`src/rtl/core/mbet_pkg.sv`:
```
// ----------------------------------------------------------------------------
// mbet_pkg: shared constants for the escape-time engine
// Field widths, fixed-point defaults and checkpoint schedule constants.
// ----------------------------------------------------------------------------
`default_nettype none

package mbet_pkg;

  localparam int IN_W           = 31;
  localparam int IN_FRAC        = 28;
  localparam int COUNT_W        = 16;
  localparam int INT_BITS       = 5;
  localparam int FRAC_BITS_DEF  = 28;
  localparam int MAX_SPAN_DEF   = 1024;
  localparam int FIRST_SPAN     = 32;
  localparam int CYCLE_GUARD    = 8;
  localparam logic [COUNT_W-1:0] MAX_ITER_RESET = 16'd4096;

endpackage

`default_nettype wire

```
`src/rtl/core/mbet_mulq.sv`:
```
// ----------------------------------------------------------------------------
// mbet_mulq: registered fixed-point multiplier
// Signed product of two fixed-point values, rounded toward minus infinity to
// FRAC_BITS fraction bits, available in the cycle after the operands.
// ----------------------------------------------------------------------------
`default_nettype none

module mbet_mulq #(
  parameter int FRAC_BITS = mbet_pkg::FRAC_BITS_DEF
) (
  input  wire logic                                      clk,
  input  wire logic signed [FRAC_BITS+mbet_pkg::INT_BITS-1:0] a,
  input  wire logic signed [FRAC_BITS+mbet_pkg::INT_BITS-1:0] b,
  output logic signed      [FRAC_BITS+mbet_pkg::INT_BITS-1:0] p
);

  localparam int W  = FRAC_BITS + mbet_pkg::INT_BITS;
  localparam int M  = FRAC_BITS + 3;
  localparam int QW = 2 * M - FRAC_BITS;

  logic              neg;
  logic signed [W-1:0] abs_a;
  logic signed [W-1:0] abs_b;
  logic [M-1:0]      mag_a;
  logic [M-1:0]      mag_b;
  logic [2*M-1:0]    prod;
  logic [QW-1:0]     quo;
  logic [QW-1:0]     quo_up;
  logic              rem_nz;
  logic [QW-1:0]     res;
  logic signed [W-1:0] p_r;

  assign neg    = a[W-1] ^ b[W-1];
  assign abs_a  = a[W-1] ? -a : a;
  assign abs_b  = b[W-1] ? -b : b;
  assign mag_a  = abs_a[M-1:0];
  assign mag_b  = abs_b[M-1:0];
  assign prod   = mag_a * mag_b;
  assign quo    = prod[2*M-1:FRAC_BITS];
  assign rem_nz = |prod[FRAC_BITS-1:0];
  assign quo_up = quo + QW'(rem_nz);
  assign res    = neg ? -quo_up : quo;

  always_ff @(posedge clk) begin
    p_r <= res[W-1:0];
  end

  assign p = p_r;

endmodule

`default_nettype wire

```
`src/rtl/core/mandelbrot_escape_time.sv`:
```
// ----------------------------------------------------------------------------
// mandelbrot_escape_time: Mandelbrot escape-time engine
// Interior shortcut (period-2 bulb, main cardioid), iteration of z*z + c with
// escape test, cycle detection against a doubling-span checkpoint.
//
//   channel  direction  handshake            payload
//   in       input      in_valid / in_stall  in_c_real, in_c_imag (Q3.28, 31 bits)
//   out      output     out_valid/out_stall  out_escape_count
//   cfg      input      cfg_valid/cfg_ready  cfg_max_iterations
//
// A transaction runs the interior test in S_CC to S_CHK, then each iteration
// step in S_RR, S_II and S_SUM on the one shared multiplier (a step ending
// on the linear escape test stops in S_RR); S_DONE loads the output register
// once it is free and returns to S_IDLE, the only state accepting a new point.
// Reset is synchronous and needs no clearing pass; cfg is always ready.
// A finished result waits in the output register; hold while it is full.
// ----------------------------------------------------------------------------
`default_nettype none

module mandelbrot_escape_time #(
  parameter int FRAC_BITS           = mbet_pkg::FRAC_BITS_DEF,
  parameter int MAX_CHECKPOINT_SPAN = mbet_pkg::MAX_SPAN_DEF
) (
  input  wire logic                               clk,
  input  wire logic                               rst_n,
  input  wire logic                               in_valid,
  output logic                                    in_stall,
  input  wire logic signed [mbet_pkg::IN_W-1:0]   in_c_real,
  input  wire logic signed [mbet_pkg::IN_W-1:0]   in_c_imag,
  output logic                                    out_valid,
  input  wire logic                               out_stall,
  output logic [mbet_pkg::COUNT_W-1:0]            out_escape_count,
  input  wire logic                               cfg_valid,
  output logic                                    cfg_ready,
  input  wire logic [mbet_pkg::COUNT_W-1:0]       cfg_max_iterations
);

  localparam int W   = FRAC_BITS + mbet_pkg::INT_BITS;
  localparam int XW  = W + mbet_pkg::IN_W;
  localparam int CW  = mbet_pkg::COUNT_W;
  localparam int SW  = $clog2(MAX_CHECKPOINT_SPAN + 1);
  localparam int UP  = (FRAC_BITS >= mbet_pkg::IN_FRAC) ? FRAC_BITS - mbet_pkg::IN_FRAC : 0;
  localparam int DN  = (FRAC_BITS >= mbet_pkg::IN_FRAC) ? 0 : mbet_pkg::IN_FRAC - FRAC_BITS;

  localparam logic signed [W-1:0] ONE       = W'(1) << FRAC_BITS;
  localparam logic signed [W-1:0] QUARTER   = W'(1) << (FRAC_BITS - 2);
  localparam logic signed [W-1:0] SIXTEENTH = W'(1) << (FRAC_BITS - 4);
  localparam logic signed [W-1:0] TWO       = W'(2) << FRAC_BITS;
  localparam logic signed [W-1:0] NEG_TWO   = -TWO;
  localparam logic signed [W-1:0] NEG_ONE   = -ONE;
  localparam logic signed [W-1:0] HALF      = QUARTER + QUARTER;
  localparam logic signed [W-1:0] NEG_QTR   = -QUARTER;
  localparam logic signed [W-1:0] BULB_LO   = NEG_ONE - QUARTER;
  localparam logic signed [W-1:0] BULB_HI   = NEG_ONE + QUARTER;
  localparam logic signed [W:0]   FOUR      = (W+1)'(4) << FRAC_BITS;

  typedef enum logic [3:0] {
    S_IDLE, S_CC, S_TT, S_UU, S_Q, S_QQ, S_CHK, S_RR, S_II, S_SUM, S_DONE
  } state_t;

  state_t              state_r;
  logic                out_valid_r;
  logic [CW-1:0]       out_count_r;
  logic [CW-1:0]       max_iter_r;
  logic [CW-1:0]       res_r;
  logic [CW-1:0]       step_r;
  logic [SW-1:0]       since_r;
  logic [SW-1:0]       span_r;
  logic                bulb_r;
  logic signed [W-1:0] cr_r;
  logic signed [W-1:0] ci_r;
  logic signed [W-1:0] cc_r;
  logic signed [W-1:0] q_r;
  logic signed [W-1:0] qu_r;
  logic signed [W-1:0] nr_r;
  logic signed [W-1:0] ni_r;
  logic signed [W-1:0] rr_r;
  logic signed [W-1:0] kr_r;
  logic signed [W-1:0] ki_r;

  logic signed [XW-1:0] ext_real;
  logic signed [XW-1:0] ext_imag;
  logic signed [XW-1:0] scl_real;
  logic signed [XW-1:0] scl_imag;
  logic signed [W-1:0]  mul_a;
  logic signed [W-1:0]  mul_b;
  logic signed [W-1:0]  mul_p;
  logic signed [W-1:0]  t_val;
  logic signed [W-1:0]  u_val;
  logic signed [W-1:0]  q_val;
  logic signed [W-1:0]  qu_val;
  logic signed [W-1:0]  ni_val;
  logic signed [W-1:0]  nr_val;
  logic signed [W:0]    mag_sum;
  logic                 bulb_box;
  logic                 card_box;
  logic                 bulb_hit;
  logic                 card_hit;
  logic                 lin_esc;
  logic                 mag_esc;
  logic                 cyc_hit;
  logic [CW-1:0]        step_inc;
  logic [SW-1:0]        since_inc;
  logic [SW:0]          span_dbl;
  logic [SW-1:0]        span_nxt;

  assign ext_real = XW'(in_c_real);
  assign ext_imag = XW'(in_c_imag);
  assign scl_real = (ext_real <<< UP) >>> DN;
  assign scl_imag = (ext_imag <<< UP) >>> DN;

  assign t_val  = cr_r + ONE;
  assign u_val  = cr_r - QUARTER;
  assign q_val  = mul_p + cc_r;
  assign qu_val = q_val + u_val;

  assign bulb_box = (cr_r >= BULB_LO) && (cr_r <= BULB_HI) &&
                    (ci_r >= NEG_QTR) && (ci_r <= QUARTER);
  assign card_box = (cr_r >= NEG_ONE) && (cr_r <= HALF) &&
                    (ci_r >= NEG_ONE) && (ci_r <= ONE);
  assign bulb_hit = bulb_box && ((mul_p + cc_r) <= SIXTEENTH);
  assign card_hit = card_box && (mul_p <= (cc_r >>> 2));

  assign ni_val  = (mul_p <<< 1) + ci_r;
  assign nr_val  = rr_r - mul_p + cr_r;
  assign lin_esc = (nr_r > TWO) || (nr_r < NEG_TWO) ||
                   (ni_val > TWO) || (ni_val < NEG_TWO);
  assign mag_sum = (W+1)'(rr_r) + (W+1)'(mul_p);
  assign mag_esc = mag_sum > FOUR;

  assign step_inc  = step_r + CW'(1);
  assign since_inc = since_r + SW'(1);
  assign cyc_hit   = (since_inc > SW'(mbet_pkg::CYCLE_GUARD)) &&
                     (nr_r == kr_r) && (ni_r == ki_r);
  assign span_dbl  = {span_r, 1'b0};
  assign span_nxt  = (span_dbl > (SW+1)'(MAX_CHECKPOINT_SPAN)) ?
                     SW'(MAX_CHECKPOINT_SPAN) : span_dbl[SW-1:0];

  always_comb begin
    mul_a = '0;
    mul_b = '0;
    case (state_r)
      S_CC: begin
        mul_a = ci_r;
        mul_b = ci_r;
      end
      S_TT: begin
        mul_a = t_val;
        mul_b = t_val;
      end
      S_UU: begin
        mul_a = u_val;
        mul_b = u_val;
      end
      S_QQ: begin
        mul_a = q_r;
        mul_b = qu_r;
      end
      S_RR: begin
        mul_a = nr_r;
        mul_b = nr_r;
      end
      S_II: begin
        mul_a = ni_r;
        mul_b = ni_r;
      end
      S_SUM: begin
        mul_a = nr_r;
        mul_b = ni_r;
      end
      default: begin
        mul_a = '0;
        mul_b = '0;
      end
    endcase
  end

  mbet_mulq #(
    .FRAC_BITS (FRAC_BITS)
  ) u_mulq (
    .clk (clk),
    .a   (mul_a),
    .b   (mul_b),
    .p   (mul_p)
  );

  always_ff @(posedge clk) begin
    if (!rst_n) begin
      state_r     <= S_IDLE;
      out_valid_r <= 1'b0;
      max_iter_r  <= mbet_pkg::MAX_ITER_RESET;
    end else begin
      if (cfg_valid) begin
        max_iter_r <= cfg_max_iterations;
      end
      if (out_valid_r && !out_stall && (state_r != S_DONE)) begin
        out_valid_r <= 1'b0;
      end
      case (state_r)
        S_IDLE: begin
          if (in_valid) begin
            cr_r    <= scl_real[W-1:0];
            ci_r    <= scl_imag[W-1:0];
            state_r <= S_CC;
          end
        end
        S_CC: begin
          state_r <= S_TT;
        end
        S_TT: begin
          cc_r    <= mul_p;
          state_r <= S_UU;
        end
        S_UU: begin
          bulb_r  <= bulb_hit;
          state_r <= S_Q;
        end
        S_Q: begin
          q_r     <= q_val;
          qu_r    <= qu_val;
          state_r <= S_QQ;
        end
        S_QQ: begin
          state_r <= S_CHK;
        end
        S_CHK: begin
          if (bulb_r || card_hit || (max_iter_r == '0)) begin
            res_r   <= '0;
            state_r <= S_DONE;
          end else begin
            nr_r    <= cr_r;
            kr_r    <= '0;
            ki_r    <= '0;
            step_r  <= '0;
            since_r <= '0;
            span_r  <= SW'(mbet_pkg::FIRST_SPAN);
            state_r <= S_RR;
          end
        end
        S_RR: begin
          if (lin_esc) begin
            res_r   <= step_inc;
            state_r <= S_DONE;
          end else begin
            ni_r    <= ni_val;
            state_r <= S_II;
          end
        end
        S_II: begin
          rr_r    <= mul_p;
          state_r <= S_SUM;
        end
        S_SUM: begin
          if (mag_esc) begin
            res_r   <= step_inc;
            state_r <= S_DONE;
          end else if (cyc_hit || (step_inc == max_iter_r)) begin
            res_r   <= '0;
            state_r <= S_DONE;
          end else begin
            if (since_inc >= span_r) begin
              kr_r    <= nr_r;
              ki_r    <= ni_r;
              since_r <= '0;
              span_r  <= span_nxt;
            end else begin
              since_r <= since_inc;
            end
            step_r  <= step_inc;
            nr_r    <= nr_val;
            state_r <= S_RR;
          end
        end
        S_DONE: begin
          if (!out_valid_r || !out_stall) begin
            out_valid_r <= 1'b1;
            out_count_r <= res_r;
            state_r     <= S_IDLE;
          end
        end
        default: begin
          state_r <= S_IDLE;
        end
      endcase
    end
  end

  assign in_stall         = (state_r != S_IDLE);
  assign out_valid        = out_valid_r;
  assign out_escape_count = out_count_r;
  assign cfg_ready        = 1'b1;

  a_accept_starts: assert property (@(posedge clk) disable iff (!rst_n)
    (in_valid && !in_stall) |=> (state_r == S_CC))
    else $error("accepted transaction did not start the interior test");

  a_out_from_done: assert property (@(posedge clk) disable iff (!rst_n)
    $rose(out_valid_r) |-> $past(state_r == S_DONE))
    else $error("result presented without completion");

  a_since_in_span: assert property (@(posedge clk) disable iff (!rst_n)
    (state_r == S_RR) |-> ((since_r < span_r) &&
                           (span_r <= SW'(MAX_CHECKPOINT_SPAN))))
    else $error("checkpoint counter outside its span");

  a_step_below_limit: assert property (@(posedge clk) disable iff (!rst_n)
    ((state_r == S_CHK) && !bulb_r && !card_hit && (max_iter_r != '0)) |=>
      (step_r == '0))
    else $error("iteration did not start from step zero");

endmodule

`default_nettype wire

```
`config.mk`:
```
export PLATFORM = sky130hd
export DESIGN_NAME = mandelbrot_escape_time
export DESIGN_NICKNAME = d
export VERILOG_FILES = /design/src/rtl/core/mbet_pkg.sv /design/src/rtl/core/mbet_mulq.sv /design/src/rtl/core/mandelbrot_escape_time.sv
export SDC_FILE = /design/constraint.sdc
export NUM_CORES = 2
export LEC_CHECK = 0
export ABC_AREA = 1
export BUFFER_PORTS_ARGS = -buffer_cell sky130_fd_sc_hd__buf_2
export CAP_MARGIN = 20
export CORE_MARGIN = 5
export CORE_UTILIZATION = 45
export DETAILED_ROUTE_END_ITERATION = 6
export PLACE_DENSITY = 0.71
export SLEW_MARGIN = 20
export SYNTH_ARGS = -nofsm -noshare
export SYNTH_HDL_FRONTEND = slang
export SYNTH_HIERARCHICAL = 1
export SYNTH_SLANG_ARGS = --single-unit
```
`constraint.sdc`:
```
create_clock -name clk -period 13.1 [get_ports clk]
set_input_delay 2.62 -clock clk [delete_from_list [all_inputs] [get_ports clk]]
set_output_delay 2.62 -clock clk [all_outputs]
set_load 0.005 [all_outputs]
```
; ---- Yosys cells after proc, flatten, opt, wreduce, memory -nomap -nowiden
; Index checks and enable logic that the tools add are counted.
[word_totals]
latch_bits = 0
romBits = 0
reg_bits = 451
out_inout_bits = 19
mem_count = 0
ram_bits = 0
in_bits = 83
[classes]
div = 0
n_addsub = 14
eq_ne = 23
reduce_logical = 40
n_mux = 48
bitwise = 2
n_lt_le_gt_ge = 18
mul = 1
n_shift = 0
[ops]
columns = operator, count
row1 = $pmux W33 S6, 2
row2 = $mux W33, 11
row3 = $pmux W33 S2, 3
row4 = $mux W16, 7
row5 = $mux W11, 9
row6 = $add A33 B31 Y33, 2
row7 = $eq A33 B33 Y1, 2
row8 = $gt A33 B31 Y1 const B, 2
row9 = $lt A33 B30 Y1 const B, 2
row10 = $ge A31 B29 Y1 const B, 2
row11 = $le A31 B29 Y1 const B, 2
row12 = $mux W31, 2
row13 = $neg A31 Y31, 2
row14 = $mul A31 B31 Y61, 1
row15 = $pmux W16 S3, 1
row16 = $pmux W11 S2, 2
row17 = $pmux W4 S11, 1
row18 = $add A33 B33 Y34, 1
row19 = $gt A34 B32 Y1 const B, 1
row20 = $add A33 B1 Y33, 1
row21 = $add A33 B32 Y33, 1
row22 = $add A33 B33 Y33, 1
row23 = $le A33 B26 Y1 const B, 1
row24 = $le A33 B31 Y1, 1
row25 = other kinds (41), 86

; ---- Depth between registers and ports, before layout
[depth]
depth_word = 10
depth_mapped = 74

; ---- Modules after synthesis
; Netlist, hierarchy kept.
[modules_own_cells]
columns = mod, cells_each, area_each_um2, seq_area_each_um2, instances
row1 = mbet_mulq, 4832, 36294.8, 660.6, 1
row2 = mandelbrot_escape_time, 4073, 31375.1, 12191.7, 1

; ---- Least setup slack after synthesis
; OpenSTA, ideal clock, no wires.
[synth_path]
path_type = reg-to-reg
startpoint = reg state_r[3]
endpoint = reg u_mulq.p_r[21] (netlist: u_mulq/p[21])
setup_slack_ns = 1.965
required_time_ns = 12.988
stages_incl_launch_ff = 62
path_buffers = 4
arrival_ns = 11.023
setup_ns = 0.112
path_cell_list = dfxtp_1 inv_1 nor2_1 inv_1 nor2_1 inv_1 nor2_1 inv_1 clkbuf_1 nor2_1 inv_1 o2111ai_1 buf_2 inv_1 clkbuf_1 ha_1 nand3_1 nor3_2 [... 26 more ...] nor3_1 nand3_1 nor2_1 ha_1 ha_1 inv_1 ha_1 o21ai_0 a21oi_1 o21ai_0 nand2_1 nand2_2 nand2_1 nand3_1 nand2_1 xnor2_1 nand2_1 nand2_1
[synth_between]
elab_chain_cells = 10
[synth_lines]
columns = item, line
row1 = start: declaration, mandelbrot_escape_time.sv:61  ; state_t state_r;
row2 = start signal: assignment, mandelbrot_escape_time.sv:189  ; state_r <= S_IDLE;
row3 = start signal: assignment, mandelbrot_escape_time.sv:204  ; state_r <= S_CC;
row4 = start signal: assignment, mandelbrot_escape_time.sv:208  ; state_r <= S_TT;
row5 = $eq A4 B4 Y1 / $eq A4 B3 Y1 (equally long branches), mandelbrot_escape_time.sv:142  ; case (state_r)
row6 = $reduce_or A2 Y1 (no source line), -
row7 = $pmux W33 S6 *, mandelbrot_escape_time.sv:142
row8 = net mul_a[0], mandelbrot_escape_time.sv:85  ; logic signed [W-1:0] mul_a;
row9 = $neg A31 Y31, mbet_mulq.sv:34  ; assign abs_a = a[W-1] ? -a : a;
row10 = $mux W31 *, mbet_mulq.sv:34
row11 = $mul A31 B31 Y61 *, mbet_mulq.sv:38  ; assign prod = mag_a * mag_b;
row12 = $reduce_or A28 Y1, mbet_mulq.sv:40  ; assign rem_nz = |prod[FRAC_BITS-1:0];
row13 = $add A33 B1 Y33, mbet_mulq.sv:41  ; assign quo_up = quo + QW'(rem_nz);
row14 = $neg A33 Y33, mbet_mulq.sv:42  ; assign res = neg ? -quo_up : quo;
row15 = $mux W33 *, mbet_mulq.sv:42
row16 = net u_mulq.res[21], mbet_mulq.sv:30  ; logic [QW-1:0] res;
row17 = end signal: assignment, mbet_mulq.sv:45  ; p_r <= res[W-1:0];
row18 = end: declaration, mbet_mulq.sv:31  ; logic signed [W-1:0] p_r;
; Mark *: on every way through the listed nets, which the timed path passes. The rest lies on a longest branch.
; A chain may end at the register's enable or synchronous reset.

; ---- Worst setup path in the final report
[layout_path]
startpoint = reg state_r[3]
endpoint = reg u_mulq.p_r[13] (netlist: u_mulq/p[13])
[layout_between]
elab_chain_cells = 10
[layout_lines]
columns = item, line
row1 = $eq A4 B4 Y1, mandelbrot_escape_time.sv:142
row2 = $reduce_or A2 Y1 (no source line), -
row3 = $pmux W33 S6 *, mandelbrot_escape_time.sv:142
row4 = net mul_b[7], mandelbrot_escape_time.sv:86  ; logic signed [W-1:0] mul_b;
row5 = $neg A31 Y31, mbet_mulq.sv:35  ; assign abs_b = b[W-1] ? -b : b;
row6 = $mux W31 *, mbet_mulq.sv:35
row7 = $mul A31 B31 Y61 *, mbet_mulq.sv:38
row8 = $reduce_or A28 Y1, mbet_mulq.sv:40
row9 = $add A33 B1 Y33, mbet_mulq.sv:41
row10 = $neg A33 Y33, mbet_mulq.sv:42
row11 = $mux W33 *, mbet_mulq.sv:42
row12 = net u_mulq.res[13], mbet_mulq.sv:30
; Marked as above.

==> metrics.txt <==
grt met3 use 9.460%; post-route setup TNS 0 ns; CTS tree built; HP Class reg -> reg; cts bufs inserted 53; CP dominant cell by count fa_1; total core area 0.1496 sq mm; critical path class reg -> reg; Final period util 95.33%; root buffer cell clkbuf_16; # rows 142; met2 Use GR 53.33%; global placement routability congestion 1.085; Starting Density 45.15%; Final Instance Area 0.07352 sq mm; pin count of the biggest net entering global routing 75; fin. max-slew vios 0; drt initial violations 7351; # DRC 5; Slew headroom 13.33%; die footprint 0.1580 sq mm; Die W 397.4 microns; RSZ-0062 raised after global routing no; number of top-level pins 102; ratio of cells with drive above 1 in the final layout 7.526%; Synth Cell Area 0.06755 sq mm; max incr delay on CP 0.55 ns; post-layout min period 12.49 ns; drt via density 5.636; Sink Count 444; Achievable Freq 0.08007 GHz; non-filler cells in the finished layout 11120; failing checks DRC; area post-placement 0.07137 sq mm; fin nets 10490; initial antenna violation count 25; max-cap violation count 0; final setup violation count 0; clk_skew 0.06354 ns; DRT Wirelength 286400 microns; H-tree depth 2; Critical Path Source Type flop; number of global-route vias before repair 61050; start point of the critical path state_r[3]; global route overflow 0; Hold Vio Cnt, Final 0; Die H 397.4 microns; Synth warnings 6; Worst Max-Slew Pin Slew 1.300 ns; Clk Latency, worst-skew pair 0.69 ns; Routed Antenna Nets 0; Synth Instances 8892; Max Fanout on Critical Path 10; status complete, but fails checks; clock buffer depth 3; Required @ worst endpoint 13.57 ns; quantity of I/O buffers inserted on ports 100; Worst Hold Launch res_r[2]; placed insts 10990; met1 usage in global routing 50.25%; DR WL/cell 25.76 microns; busiest layer in global routing met2; vias 62660; area delta synth->final 8.843%; first-pass GRT wire length 412700 microns; Worst-path clk slew 0.06 ns; Syn Area/Cell 7.597 sq um; Pre-antenna DRT Iters 7; Crit-path slowest cell fa_1; CP endpoint kind flop; Global Route Usage Sum 35.81%; launch point of the worst reg-to-reg path state_r[3]; CP arrival 12.96 ns; DP HPWL 239300 microns; Synth Net Count 10330
-- per-layer routing --
layer  vias to the layer above  part of all wire (%)
met3                       599                    12
met5                         -                 0.047
met4                        18                   4.2
met2                      3608                    42
met1                     30780                    41
li1                      27660                     -
-- per-stage QoR --
step	setup WS, ns	util (%)	hold slack (ns)
final	0.6113	49.15	0.4171
after global routing	0.008140	49.13	0.4269
after CTS	0.2141	48.97	0.4186
after detailed placement	-0.05731	47.71	0.4054
after global placement	0.08932	47.70	0.4034
after floorplan	1.965	-	0.4003
-- worst paths after layout --
check,endpoint,slack (ns),cells past startpoint
setup / recovery,u_mulq/p[13],0.61,49
hold / removal,out_escape_count[2],0.42,0
setup reg to reg,u_mulq/p[13],0.61,49
hold reg to reg,out_escape_count[2],0.42,0
-- critical path, delay by kind of cell (launching register included) --
kind,cells,cell delay [ns]
AO/OA/AOI/OAI,8,2.60
AND/OR/NAND/NOR,18,2.23
XOR/XNOR,2,0.27
buffers and inverters,9,1.57
adder cells (fa/ha/maj),12,5.12
flip-flops,1,0.48
-- state kept, by name (all words and copies together), names as in the netlist, 4 cells and up --
signal            flops
nr_r                 33
max_iter_r           16
step_r               16
rr_r                 33
cr_r                 31
cc_r                 33
state_r               4
res_r                16
ci_r                 31
ni_r                 33
kr_r                 33
out_escape_count     16
u_mulq/p             33
qu_r                 32
since_r              11
span_r                6
ki_r                 33
q_r                  32
-- cell usage in the layout (no fill, tap or decap), types with 43 or more instances in the layout --
cell	n
nand2_1	2302
inv_1	1916
fa_1	872
nor2_1	852
ha_1	487
edfxtp_1	390
nand3_1	285
a21oi_1	260
buf_4	193
o21ai_0	188
xor2_1	135
nand4_1	121
buf_2	100
xnor2_1	80
nor3_1	72
nand2_2	64
or2_2	60
clkbuf_16	53
dfxtp_1	52
nor2_2	43
-- final cells by class --
cell class / instances / area (sq um)
timing repair buffer: 307 / 2151
inverter: 1975 / 7428
multi-input combinational: 6263 / 46700
clock buffer: 58 / 1345
tap: 2016 / 2522
clock inverter: 42 / 545.5
antenna: 13 / 32.53
fill: 14940 / 76080
sequential: 444 / 12790
-- timing repair --
item                       in CTS  in global routing
setup buffers                   0                 12
cloned                          0                  0
pin swaps                       0                  5
gates resized for setup         1                 39
hold buffers                    0                  0
setup endpoints to repair       2                 23
hold endpoints to repair        0                  0
Power is not shown: default switching activity piles up to over one toggle a cycle in this logic, so the estimate is an artifact.
